[src/rtl/capture_file_record_deframer_defines.svh]
// assertion macros for the capture file record deframer
// used by the top level only, no other dependencies
`ifndef CAPTURE_FILE_RECORD_DEFRAMER_DEFINES_SVH
`define CAPTURE_FILE_RECORD_DEFRAMER_DEFINES_SVH

// same-cycle implication, disabled while reset is asserted
`define CFRD_ASSERT_NOW(label, clk, rst_n, ante, cons) \
    label: assert property (@(posedge clk) disable iff (!(rst_n)) (ante) |-> (cons)) \
        else $error("cfrd check failed");

// next-cycle implication, disabled while reset is asserted
`define CFRD_ASSERT_NEXT(label, clk, rst_n, ante, cons) \
    label: assert property (@(posedge clk) disable iff (!(rst_n)) (ante) |=> (cons)) \
        else $error("cfrd check failed");

`endif

[src/rtl/cfrd_pkg.sv]
// shared types and constants of the capture file record deframer
// no dependencies; used by cfrd_stamp and the top level
`default_nettype none

package cfrd_pkg;

    // magic numbers, read little-endian from the first four file bytes
    localparam logic [31:0] MAGIC_US     = 32'hA1B2C3D4;
    localparam logic [31:0] MAGIC_NS     = 32'hA1B23C4D;
    localparam logic [31:0] MAGIC_US_REV = 32'hD4C3B2A1;
    localparam logic [31:0] MAGIC_NS_REV = 32'h4D3CB2A1;
    localparam logic [31:0] MAGIC_NG     = 32'h0A0D0D0A;

    localparam logic [31:0] LINK_MASK     = 32'h03FFFFFF;
    localparam logic [31:0] LINK_ETHERNET = 32'd1;
    localparam logic [15:0] HDR_MAJOR_VER = 16'd2;
    localparam logic [15:0] HDR_MINOR_VER = 16'd4;

    localparam logic [29:0] NS_PER_SEC = 30'd1000000000;
    localparam logic [9:0]  NS_PER_US  = 10'd1000;

    localparam int TS_W   = 62;
    localparam int CAP_W  = 19;
    localparam int WORD_W = 32;

    // register index of max_capture_length, byte address 4 * index
    localparam logic REG_MAX_CAP = 1'b0;

    // result kinds
    localparam logic [1:0] KIND_HEADER  = 2'd0;
    localparam logic [1:0] KIND_PAYLOAD = 2'd1;
    localparam logic [1:0] KIND_STATUS  = 2'd2;

    // status codes
    localparam logic [3:0] ST_EOF         = 4'd0;
    localparam logic [3:0] ST_SHORT_HDR   = 4'd1;
    localparam logic [3:0] ST_BAD_MAGIC   = 4'd2;
    localparam logic [3:0] ST_PCAPNG      = 4'd3;
    localparam logic [3:0] ST_BAD_VERSION = 4'd4;
    localparam logic [3:0] ST_BAD_LINK    = 4'd5;
    localparam logic [3:0] ST_TRUNC_HDR   = 4'd6;
    localparam logic [3:0] ST_TRUNC_DATA  = 4'd7;
    localparam logic [3:0] ST_BAD_CAPLEN  = 4'd8;
    localparam logic [3:0] ST_NONE        = 4'd15;

    // input operations
    localparam logic OP_BYTE = 1'b0;
    localparam logic OP_END  = 1'b1;

    // operands handed to the timestamp unit
    typedef struct packed {
        logic [WORD_W-1:0] seconds;
        logic [WORD_W-1:0] fraction;
        logic              nanosecond;
    } stamp_in_t;

endpackage

`default_nettype wire

[src/rtl/capture_file_record_deframer.sv]
// capture file record deframer, top level
// depends on cfrd_pkg, cfrd_stamp and capture_file_record_deframer_defines.svh
//
// usage
//   s_axis: one item per file byte; tuser = operation (0 byte, 1 end of input),
//     tdata = the file byte. end of input reports eof or the kind of truncation
//   m_axis: one result per record header, payload byte or status report;
//     tuser = result kind, tlast marks the final payload byte of a record
//     (or a header with zero captured length)
//   apb: register 0 at address 0 holds max_capture_length (19 bits)
//   path: an accepted byte waits in the input register, then the processing
//     stage loads any result it gives into the result register
//   throughput: one byte per clock while m_axis_tready stays high; every
//     byte passes one registered step, and the timestamp products are formed
//     from the stored seconds and fraction bytes while the rest of the record
//     header streams in, so only a 62-bit add sits on the final byte
//   reset: synchronous, active low; the block waits for a new global header,
//     max_capture_length returns to 262144, no clearing pass is needed
//   stall: with m_axis_tready low the result register holds, one more byte
//     waits in the input register, then s_axis_tready drops
//   errors are sticky: later bytes are dropped, each end of input repeats
//     the stored status
`default_nettype none

`include "capture_file_record_deframer_defines.svh"

module capture_file_record_deframer #(
    parameter int unsigned MAX_CAP_RESET = 262144
) (
    input  wire logic         aclk,
    input  wire logic         aresetn,
    // input stream
    input  wire logic         s_axis_tvalid,
    output logic              s_axis_tready,
    input  wire logic [7:0]   s_axis_tdata,   // [7:0] data_byte
    input  wire logic         s_axis_tuser,   // [0] operation
    // result stream
    output logic              m_axis_tvalid,
    input  wire logic         m_axis_tready,
    output logic [159:0]      m_axis_tdata,   // [61:0] timestamp_ns, [80:62] captured_length,
                                              // [112:81] wire_length, [144:113] record_number,
                                              // [152:145] payload_byte, [156:153] status
    output logic [1:0]        m_axis_tuser,   // [1:0] result_kind
    output logic              m_axis_tlast,   // last_of_record
    // configuration
    input  wire logic         psel,
    input  wire logic         penable,
    input  wire logic         pwrite,
    input  wire logic [2:0]   paddr,
    input  wire logic [31:0]  pwdata,
    output logic [31:0]       prdata,
    output logic              pready
);

    localparam int CAP_W  = cfrd_pkg::CAP_W;
    localparam int WORD_W = cfrd_pkg::WORD_W;
    localparam int TS_W   = cfrd_pkg::TS_W;

    typedef enum logic [1:0] {
        PH_GLOBAL,
        PH_RECHDR,
        PH_PAYLOAD,
        PH_STOPPED
    } phase_t;

    // combine four stored bytes in file byte order
    function automatic logic [31:0] word32(input logic [7:0] b0, input logic [7:0] b1,
                                           input logic [7:0] b2, input logic [7:0] b3,
                                           input logic big);
        if (big) begin
            return {b0, b1, b2, b3};
        end
        return {b3, b2, b1, b0};
    endfunction

    function automatic logic [15:0] word16(input logic [7:0] b0, input logic [7:0] b1,
                                           input logic big);
        return big ? {b0, b1} : {b1, b0};
    endfunction

    // input register
    logic        in_valid_reg;
    logic        in_op_reg;
    logic [7:0]  in_byte_reg;

    // block state
    phase_t             phase_reg, phase_next;
    logic [7:0]         hb_reg  [16];
    logic [7:0]         hb_next [16];
    logic [4:0]         pos_reg, pos_next;
    logic [CAP_W-1:0]   rem_reg, rem_next;
    logic               big_reg, big_next;
    logic               nsec_reg, nsec_next;
    logic [3:0]         sticky_reg, sticky_next;
    logic [WORD_W-1:0]  records_reg, records_next;
    logic [CAP_W-1:0]   max_cap_reg;

    // result register
    logic               out_valid_reg, out_valid_next;
    logic [1:0]         out_kind_reg, out_kind_next;
    logic               out_last_reg, out_last_next;
    logic [159:0]       out_data_reg, out_data_next;

    logic               out_free;
    logic               proceed;
    logic               cfg_write;

    cfrd_pkg::stamp_in_t stamp_in;
    logic [TS_W-1:0]     stamp_ns;

    // field views of the header store
    logic [WORD_W-1:0]  rec_cap;
    logic [WORD_W-1:0]  rec_wire;
    logic [WORD_W-1:0]  magic;
    logic [15:0]        ver_major;
    logic [15:0]        ver_minor;
    logic [WORD_W-1:0]  link_word;
    logic [3:0]         gh_slot;

    // handshakes: the processing stage advances when the result register has room
    assign out_free      = !out_valid_reg || m_axis_tready;
    assign proceed       = in_valid_reg && out_free;
    assign s_axis_tready = !in_valid_reg || out_free;

    assign pready    = 1'b1;
    assign cfg_write = psel && penable && pwrite && pready &&
                       (paddr[2] == cfrd_pkg::REG_MAX_CAP);
    assign prdata    = (paddr[2] == cfrd_pkg::REG_MAX_CAP) ? 32'(max_cap_reg) : 32'd0;

    // seconds and fraction come from stored bytes, settled well before the last header byte
    assign stamp_in.seconds    = word32(hb_reg[0], hb_reg[1], hb_reg[2], hb_reg[3], big_reg);
    assign stamp_in.fraction   = word32(hb_reg[4], hb_reg[5], hb_reg[6], hb_reg[7], big_reg);
    assign stamp_in.nanosecond = nsec_reg;

    cfrd_stamp u_stamp (
        .aclk         (aclk),
        .stamp_in     (stamp_in),
        .timestamp_ns (stamp_ns)
    );

    // the current byte stands in for the last slot of a header
    assign rec_cap   = word32(hb_reg[8], hb_reg[9], hb_reg[10], hb_reg[11], big_reg);
    assign rec_wire  = word32(hb_reg[12], hb_reg[13], hb_reg[14], in_byte_reg, big_reg);
    assign magic     = {in_byte_reg, hb_reg[2], hb_reg[1], hb_reg[0]};
    assign ver_major = word16(hb_reg[4], hb_reg[5], big_reg);
    assign ver_minor = word16(hb_reg[6], hb_reg[7], big_reg);
    assign link_word = rec_wire;
    // global header bytes 16..23 land in slots 8..15
    assign gh_slot   = pos_reg[4] ? {1'b1, pos_reg[2:0]} : pos_reg[3:0];

    always_comb begin
        phase_next     = phase_reg;
        hb_next        = hb_reg;
        pos_next       = pos_reg;
        rem_next       = rem_reg;
        big_next       = big_reg;
        nsec_next      = nsec_reg;
        sticky_next    = sticky_reg;
        records_next   = records_reg;
        out_valid_next = out_valid_reg && !m_axis_tready;
        out_kind_next  = out_kind_reg;
        out_last_next  = out_last_reg;
        out_data_next  = out_data_reg;

        if (proceed) begin
            if (in_op_reg == cfrd_pkg::OP_END) begin
                // end of input: status depends on where the stream stopped
                unique case (phase_reg)
                    PH_STOPPED: sticky_next = sticky_reg;
                    PH_GLOBAL:  sticky_next = cfrd_pkg::ST_SHORT_HDR;
                    PH_RECHDR:  sticky_next = (pos_reg == 5'd0) ? cfrd_pkg::ST_EOF
                                                                : cfrd_pkg::ST_TRUNC_HDR;
                    PH_PAYLOAD: sticky_next = cfrd_pkg::ST_TRUNC_DATA;
                    default:    sticky_next = sticky_reg;
                endcase
                phase_next = PH_STOPPED;
            end else begin
                unique case (phase_reg)
                    PH_GLOBAL: begin
                        hb_next[gh_slot] = in_byte_reg;
                        pos_next         = pos_reg + 5'd1;
                        if (pos_reg == 5'd3) begin
                            if (magic == cfrd_pkg::MAGIC_US) begin
                                big_next  = 1'b0;
                                nsec_next = 1'b0;
                            end else if (magic == cfrd_pkg::MAGIC_NS) begin
                                big_next  = 1'b0;
                                nsec_next = 1'b1;
                            end else if (magic == cfrd_pkg::MAGIC_US_REV) begin
                                big_next  = 1'b1;
                                nsec_next = 1'b0;
                            end else if (magic == cfrd_pkg::MAGIC_NS_REV) begin
                                big_next  = 1'b1;
                                nsec_next = 1'b1;
                            end else if (magic == cfrd_pkg::MAGIC_NG) begin
                                sticky_next = cfrd_pkg::ST_PCAPNG;
                                phase_next  = PH_STOPPED;
                            end else begin
                                sticky_next = cfrd_pkg::ST_BAD_MAGIC;
                                phase_next  = PH_STOPPED;
                            end
                        end else if (pos_reg == 5'd23) begin
                            pos_next = 5'd0;
                            if (ver_major != cfrd_pkg::HDR_MAJOR_VER ||
                                ver_minor != cfrd_pkg::HDR_MINOR_VER) begin
                                sticky_next = cfrd_pkg::ST_BAD_VERSION;
                                phase_next  = PH_STOPPED;
                            end else if ((link_word & cfrd_pkg::LINK_MASK) !=
                                         cfrd_pkg::LINK_ETHERNET) begin
                                sticky_next = cfrd_pkg::ST_BAD_LINK;
                                phase_next  = PH_STOPPED;
                            end else begin
                                phase_next = PH_RECHDR;
                            end
                        end
                    end
                    PH_RECHDR: begin
                        hb_next[pos_reg[3:0]] = in_byte_reg;
                        pos_next              = pos_reg + 5'd1;
                        if (pos_reg == 5'd15) begin
                            pos_next = 5'd0;
                            if (rec_cap > WORD_W'(max_cap_reg)) begin
                                sticky_next = cfrd_pkg::ST_BAD_CAPLEN;
                                phase_next  = PH_STOPPED;
                            end else begin
                                out_valid_next        = 1'b1;
                                out_kind_next         = cfrd_pkg::KIND_HEADER;
                                out_data_next         = '0;
                                out_data_next[61:0]   = stamp_ns;
                                out_data_next[80:62]  = rec_cap[CAP_W-1:0];
                                out_data_next[112:81] = rec_wire;
                                out_data_next[144:113] = records_reg;
                                if (rec_cap == '0) begin
                                    out_last_next = 1'b1;
                                    records_next  = records_reg + 32'd1;
                                end else begin
                                    out_last_next = 1'b0;
                                    rem_next      = rec_cap[CAP_W-1:0];
                                    phase_next    = PH_PAYLOAD;
                                end
                            end
                        end
                    end
                    PH_PAYLOAD: begin
                        out_valid_next          = 1'b1;
                        out_kind_next           = cfrd_pkg::KIND_PAYLOAD;
                        out_data_next           = '0;
                        out_data_next[144:113]  = records_reg;
                        out_data_next[152:145]  = in_byte_reg;
                        rem_next                = (rem_reg != '0) ? rem_reg - CAP_W'(1) : rem_reg;
                        out_last_next           = (rem_next == '0);
                        if (rem_next == '0) begin
                            records_next = records_reg + 32'd1;
                            phase_next   = PH_RECHDR;
                        end
                    end
                    PH_STOPPED: begin
                        // bytes after an error are dropped
                    end
                    default: begin
                    end
                endcase
            end

            // every status report, new or repeated, comes out here
            if (phase_next == PH_STOPPED && (in_op_reg == cfrd_pkg::OP_END ||
                                             phase_reg != PH_STOPPED)) begin
                out_valid_next          = 1'b1;
                out_kind_next           = cfrd_pkg::KIND_STATUS;
                out_last_next           = 1'b0;
                out_data_next           = '0;
                out_data_next[144:113]  = records_reg;
                out_data_next[156:153]  = sticky_next;
            end
        end
    end

    always_ff @(posedge aclk) begin
        if (!aresetn) begin
            in_valid_reg  <= 1'b0;
            phase_reg     <= PH_GLOBAL;
            pos_reg       <= 5'd0;
            rem_reg       <= '0;
            big_reg       <= 1'b0;
            nsec_reg      <= 1'b0;
            sticky_reg    <= cfrd_pkg::ST_NONE;
            records_reg   <= '0;
            max_cap_reg   <= CAP_W'(MAX_CAP_RESET);
            out_valid_reg <= 1'b0;
        end else begin
            if (s_axis_tvalid && s_axis_tready) begin
                in_valid_reg <= 1'b1;
            end else if (proceed) begin
                in_valid_reg <= 1'b0;
            end
            phase_reg     <= phase_next;
            pos_reg       <= pos_next;
            rem_reg       <= rem_next;
            big_reg       <= big_next;
            nsec_reg      <= nsec_next;
            sticky_reg    <= sticky_next;
            records_reg   <= records_next;
            out_valid_reg <= out_valid_next;
            if (cfg_write) begin
                max_cap_reg <= pwdata[CAP_W-1:0];
            end
        end
        // payload registers
        if (s_axis_tvalid && s_axis_tready) begin
            in_op_reg   <= s_axis_tuser;
            in_byte_reg <= s_axis_tdata;
        end
        hb_reg       <= hb_next;
        out_kind_reg <= out_kind_next;
        out_last_reg <= out_last_next;
        out_data_reg <= out_data_next;
    end

    assign m_axis_tvalid = out_valid_reg;
    assign m_axis_tuser  = out_kind_reg;
    assign m_axis_tlast  = out_last_reg;
    assign m_axis_tdata  = out_data_reg;

    // a stopped block never restarts without reset
    `CFRD_ASSERT_NEXT(a_stop_holds, aclk, aresetn, phase_reg == PH_STOPPED, phase_reg == PH_STOPPED)
    // end of input always stops the block
    `CFRD_ASSERT_NEXT(a_end_stops, aclk, aresetn, proceed && in_op_reg == cfrd_pkg::OP_END, phase_reg == PH_STOPPED && out_valid_reg && out_kind_reg == cfrd_pkg::KIND_STATUS)
    // payload phase always has bytes left to take
    `CFRD_ASSERT_NOW(a_payload_left, aclk, aresetn, phase_reg == PH_PAYLOAD, rem_reg != '0)
    // record header position stays inside the sixteen-byte header
    `CFRD_ASSERT_NOW(a_rechdr_pos, aclk, aresetn, phase_reg == PH_RECHDR, pos_reg[4] == 1'b0)

endmodule

`default_nettype wire

[src/rtl/cfrd_stamp.sv]
// timestamp unit: seconds * 1e9 plus fraction scaled to nanoseconds
// depends on cfrd_pkg; products are registered, the sum is combinational
`default_nettype none

module cfrd_stamp (
    input  wire logic                     aclk,
    input  wire cfrd_pkg::stamp_in_t      stamp_in,
    output logic [cfrd_pkg::TS_W-1:0]     timestamp_ns
);

    localparam int FRAC_W = cfrd_pkg::WORD_W + 10;

    logic [cfrd_pkg::TS_W-1:0] sec_ns_reg;
    logic [cfrd_pkg::TS_W-1:0] sec_ns_next;
    logic [FRAC_W-1:0]         frac_ns_reg;
    logic [FRAC_W-1:0]         frac_ns_next;

    // 32 x 30 constant product fits 62 bits
    always_comb begin
        sec_ns_next = cfrd_pkg::TS_W'(stamp_in.seconds) *
                      cfrd_pkg::TS_W'(cfrd_pkg::NS_PER_SEC);
        if (stamp_in.nanosecond) begin
            frac_ns_next = FRAC_W'(stamp_in.fraction);
        end else begin
            frac_ns_next = FRAC_W'(stamp_in.fraction) * FRAC_W'(cfrd_pkg::NS_PER_US);
        end
    end

    always_ff @(posedge aclk) begin
        sec_ns_reg  <= sec_ns_next;
        frac_ns_reg <= frac_ns_next;
    end

    // wraps modulo 2^62
    assign timestamp_ns = sec_ns_reg + cfrd_pkg::TS_W'(frac_ns_reg);

endmodule

`default_nettype wire

[config.mk]
export PLATFORM = sky130hd
export DESIGN_NAME = capture_file_record_deframer
export DESIGN_NICKNAME = d
export VERILOG_FILES = /design/src/rtl/cfrd_pkg.sv /design/src/rtl/capture_file_record_deframer.sv /design/src/rtl/cfrd_stamp.sv
export VERILOG_INCLUDE_DIRS = /design/src /design/src/rtl
export SDC_FILE = /design/constraint.sdc
export NUM_CORES = 2
export LEC_CHECK = 0
export ABC_CLOCK_PERIOD_IN_PS = 14400
export BUFFER_PORTS_ARGS = -buffer_cell sky130_fd_sc_hd__buf_2
export CAP_MARGIN = 10
export CORE_ASPECT_RATIO = 1.75
export CORE_MARGIN = 3
export CORE_UTILIZATION = 52
export DETAILED_ROUTE_END_ITERATION = 12
export PLACE_DENSITY = 0.7
export SLEW_MARGIN = 25
export SYNTH_ARGS = -nofsm -noshare
export SYNTH_HDL_FRONTEND = slang
export SYNTH_HIERARCHICAL = 1
export SYNTH_SLANG_ARGS = --single-unit
export TNS_END_PERCENT = 50
[constraint.sdc]
create_clock -name aclk -period 14.4 [get_ports aclk]
set_input_delay 0.72 -clock aclk [delete_from_list [all_inputs] [get_ports aclk]]
set_output_delay 0.72 -clock aclk [all_outputs]
set_load 0.005 [all_outputs]
==> impl_results.md <==
* Final hold violations at 0
* VDD IR max at about 0.00020 V
* Leakage at approximately 21 nW
* Setup Buffers After CTS at 0
* Worst setup path startpoint: big_reg
* Max Slew Vio Count at 0
* Die Ht at around 380 µm
* # fillers at just under 7000
* Setup Skew at approximately 0.034 ns
* 1st-iter DRT viols at ~1700
* Setup TNS at 0 ns
* Cts repair resizes at 0
* Slew HR at ~34%
* Most common cell on crit path: fa_1
* H-tree depth at 2
* Post-Place Cells at 5256
* Slew @ Worst Pin at just under 1 ns
* RePlAce Congestion at ~0.92
* Core box area at around 80000 µm²
* WL met3 at around 4.1 mm
* Synth top area share at 20.7%
* Layout Cells excl Fill at ~5300
* Tmin final at around 7.9 ns
* Metal1 wirelength at 37.9 mm
* CTS tree: yes
* CP max stage cell: dfxtp_4
* Area after DPL at approximately 44000 µm²
* Yosys reg bits at about 470
* Crit end category: flop
* Fraction of layout cells with a size suffix above 1 at around a tenth
* Worst setup endpoint: u_stamp/sec_ns_reg[60]
* Number of port buffers at around 220
* EDFF count, synth at 289
* Crit path cell chain: mux2_2 -> inv_1 -> fa_1 -> fa_1 -> fa_1 -> fa_1 -> fa_1 -> inv_1 -> fa_1 -> inv_1 -> fa_1 -> inv_1 -> ha_1 -> a21oi_1 -> o21ai_0 -> a211oi_1 -> a21oi_1 -> a21o_1 -> a2111oi_0 -> o21ai_1 -> a21oi_1 -> xnor2_1
* Syn-to-layout area delta at 7.88%
* CTS Buf Count at 45
* Ys flop type: edfxtp_1
* Starting density of the core at a little over half
* Total global routing overflow at 0
* Clk sinks at between 400 and 500
* Post-DRT Antenna Nets at 0
* Final WL at about 100 mm
* Ys async rst share at 0%
* Clk_lat worst skew at 0.63 ns
* Syn. warnings at 6
* First-pass GRT wire length at 166 mm
* Path depth of the worst reg2reg path at 22
* Startpoint types: flop
* Io pins at between 200 and 250
* Total number of vias at about 30000
* Largest net degree at the start of global routing at around 160
* Status: completed
* Final Setup Violations at 0
* Worst hold-check path type: primary input to flop
* DIE WIDTH at 220 µm
* Commonest cells post-synth: inv_1, fa_1, ha_1
* Via density at approximately 5.5
* Met2 WL post-DR at roughly 56 mm
* Hpwl dp at 83.2 mm
* Clk buf depth at 3
* Largest register FFs at around 160
* Power Total at slightly below 5 mW
* Cell taking the most area after synthesis: edfxtp_1
* Number of global-route vias before repair at about 31000
* Nets at between 5000 and 6000
* Final instance area at 45100 µm²
* Mapped Area at 41900 µm²
* Count leader, synth: inv_1
* Max layer used: met4
* Pwr Density at ~110 nW/µm²
* WL/cell at a little under 20 µm
* Syn Inst Count at ~4100
* Initial antenna violation count at 3
* CP Class: flop to flop
* Reg2reg setup slack at between 6 and 7 ns
* Tcrit/Tclk final at a little under three fifths
* Critical path peak fanout at 73
* Synth area leaders: edfxtp_1, fa_1, ha_1
* Maximum clock frequency at 126 MHz
* Data arrival time of the worst path at around 8.5 ns
* Final setup margin at 6.47 ns
* CP max stage delay at between 0.9 and 1 ns
* Root Driver: clkbuf_16
* Mean Syn Cell Area at roughly 10 µm²
* Required time of the critical path at roughly 15 ns
* Register area share after synthesis at between 20 and 30%
* Post-synthesis cell type count at 101
* Initial DRT Pass Iterations at 6
* Worst-path clk slew at ~0.07 ns
* Worst slack at placement at around 6.5 ns
* Drt drc at 0
* RSZ-0062 raised after global routing: false
* Maxcap violations at 0
* R2r endpoint: u_stamp/sec_ns_reg[60]
* Total global routing track utilization at about a quarter
* Worst reg2reg startpoint: big_reg
* Hold-fix buffers, CTS at 0
* Die area at about 84000 µm²
* Cell row count at between 100 and 150
[layout by cell type, fill, tap and decap left out, drive strengths merged, types with 25 or more instances in the layout]
cell type / count
a211oi: 29
buf: 234
fa: 431
nand2: 236
edfxtp: 289
a21oi: 195
nand3: 60
nor2: 191
nor4: 36
nor2b: 26
xnor2: 74
xor2: 59
o21ai: 130
mux2i: 51
ha: 415
and2: 118
mux2: 76
clkbuf: 61
inv: 749
nand4: 52
a21o: 83
nand2b: 25
nor3: 50
dfxtp: 180
o21a: 28
and3: 130
[logic make-up (layout without fill, tap and decap cells)]
| family | after synthesis | count (layout) | share of synthesized area [%] |
|---|---|---|---|
| simple gates | 1001 | 1001 | 12.6 |
| flops | 469 | 469 | 29.3 |
| other cells | 2 | 18 | 0.0179 |
| compound gates | 643 | 643 | 10.2 |
| buf+inv | 924 | 1062 | 8.82 |
| fa+ha+maj | 846 | 846 | 33.0 |
| mux | 127 | 127 | 3.26 |
| xor+xnor | 133 | 133 | 2.78 |
[worst min path at each step]
stage,startpoint,to,cells after the start
3_5_place_dp,records_reg[31],m_axis_tdata[144],0
4_1_cts,s_axis_tuser,in_op_reg,1
6_report,s_axis_tuser,in_op_reg,1
3_3_place_gp,records_reg[31],m_axis_tdata[144],0
2_1_floorplan,records_reg[31],m_axis_tdata[144],0
5_1_grt,s_axis_tuser,in_op_reg,1
[routing by layer]
layer / GRT usage [%] / vias up
li1: - / 14100
met3: 2.53 / 249
met4: 11.9 / 0
met2: 47.4 / 774
met1: 28.1 / 14500
met5: 0 / -
[critical path: cells and delay by family, from the launching register on]
| family | cells | cell delay (ns) |
|---|---|---|
| buffers and inverters | 4 | 0.35 |
| flip-flops | 1 | 0.91 |
| AO/OA/AOI/OAI | 8 | 2.07 |
| multiplexers | 1 | 0.53 |
| XOR/XNOR | 1 | 0.15 |
| adder cells (fa/ha/maj) | 8 | 3.80 |
[final cells by class]
| cell class | instances | area, µm² | share of cell area (%) |
|---|---|---|---|
| Antenna cell | 1 | 2.50 | 0.00554 |
| Inverter | 744 | 2790 | 6.19 |
| Tap cell | 1042 | 1300 | 2.89 |
| Timing Repair Buffer | 234 | 1230 | 2.72 |
| Sequential cell | 469 | 12300 | 27.2 |
| Clock inverter | 23 | 215 | 0.477 |
| Clock buffer | 61 | 1350 | 3.00 |
| Multi-Input combinational cell | 2767 | 26000 | 57.5 |
[power by group]
group,internal [mW],switching [mW],leakage (nW)
clock,0.691,0.566,0.765
sequential,1.53,0.0505,4.26
combinational,0.715,1.27,16.2
total,2.94,1.88,21.2
[per-stage QoR]
stage                     hold WS, ns  utilization (%)
after floorplan                 0.416                -
after global placement          0.426             54.7
after detailed placement        0.429             54.7
after CTS                       0.242             56.6
after global routing            0.258             56.6
final                           0.272             56.6
No activity file was read; power rests on OpenSTA's default activity.
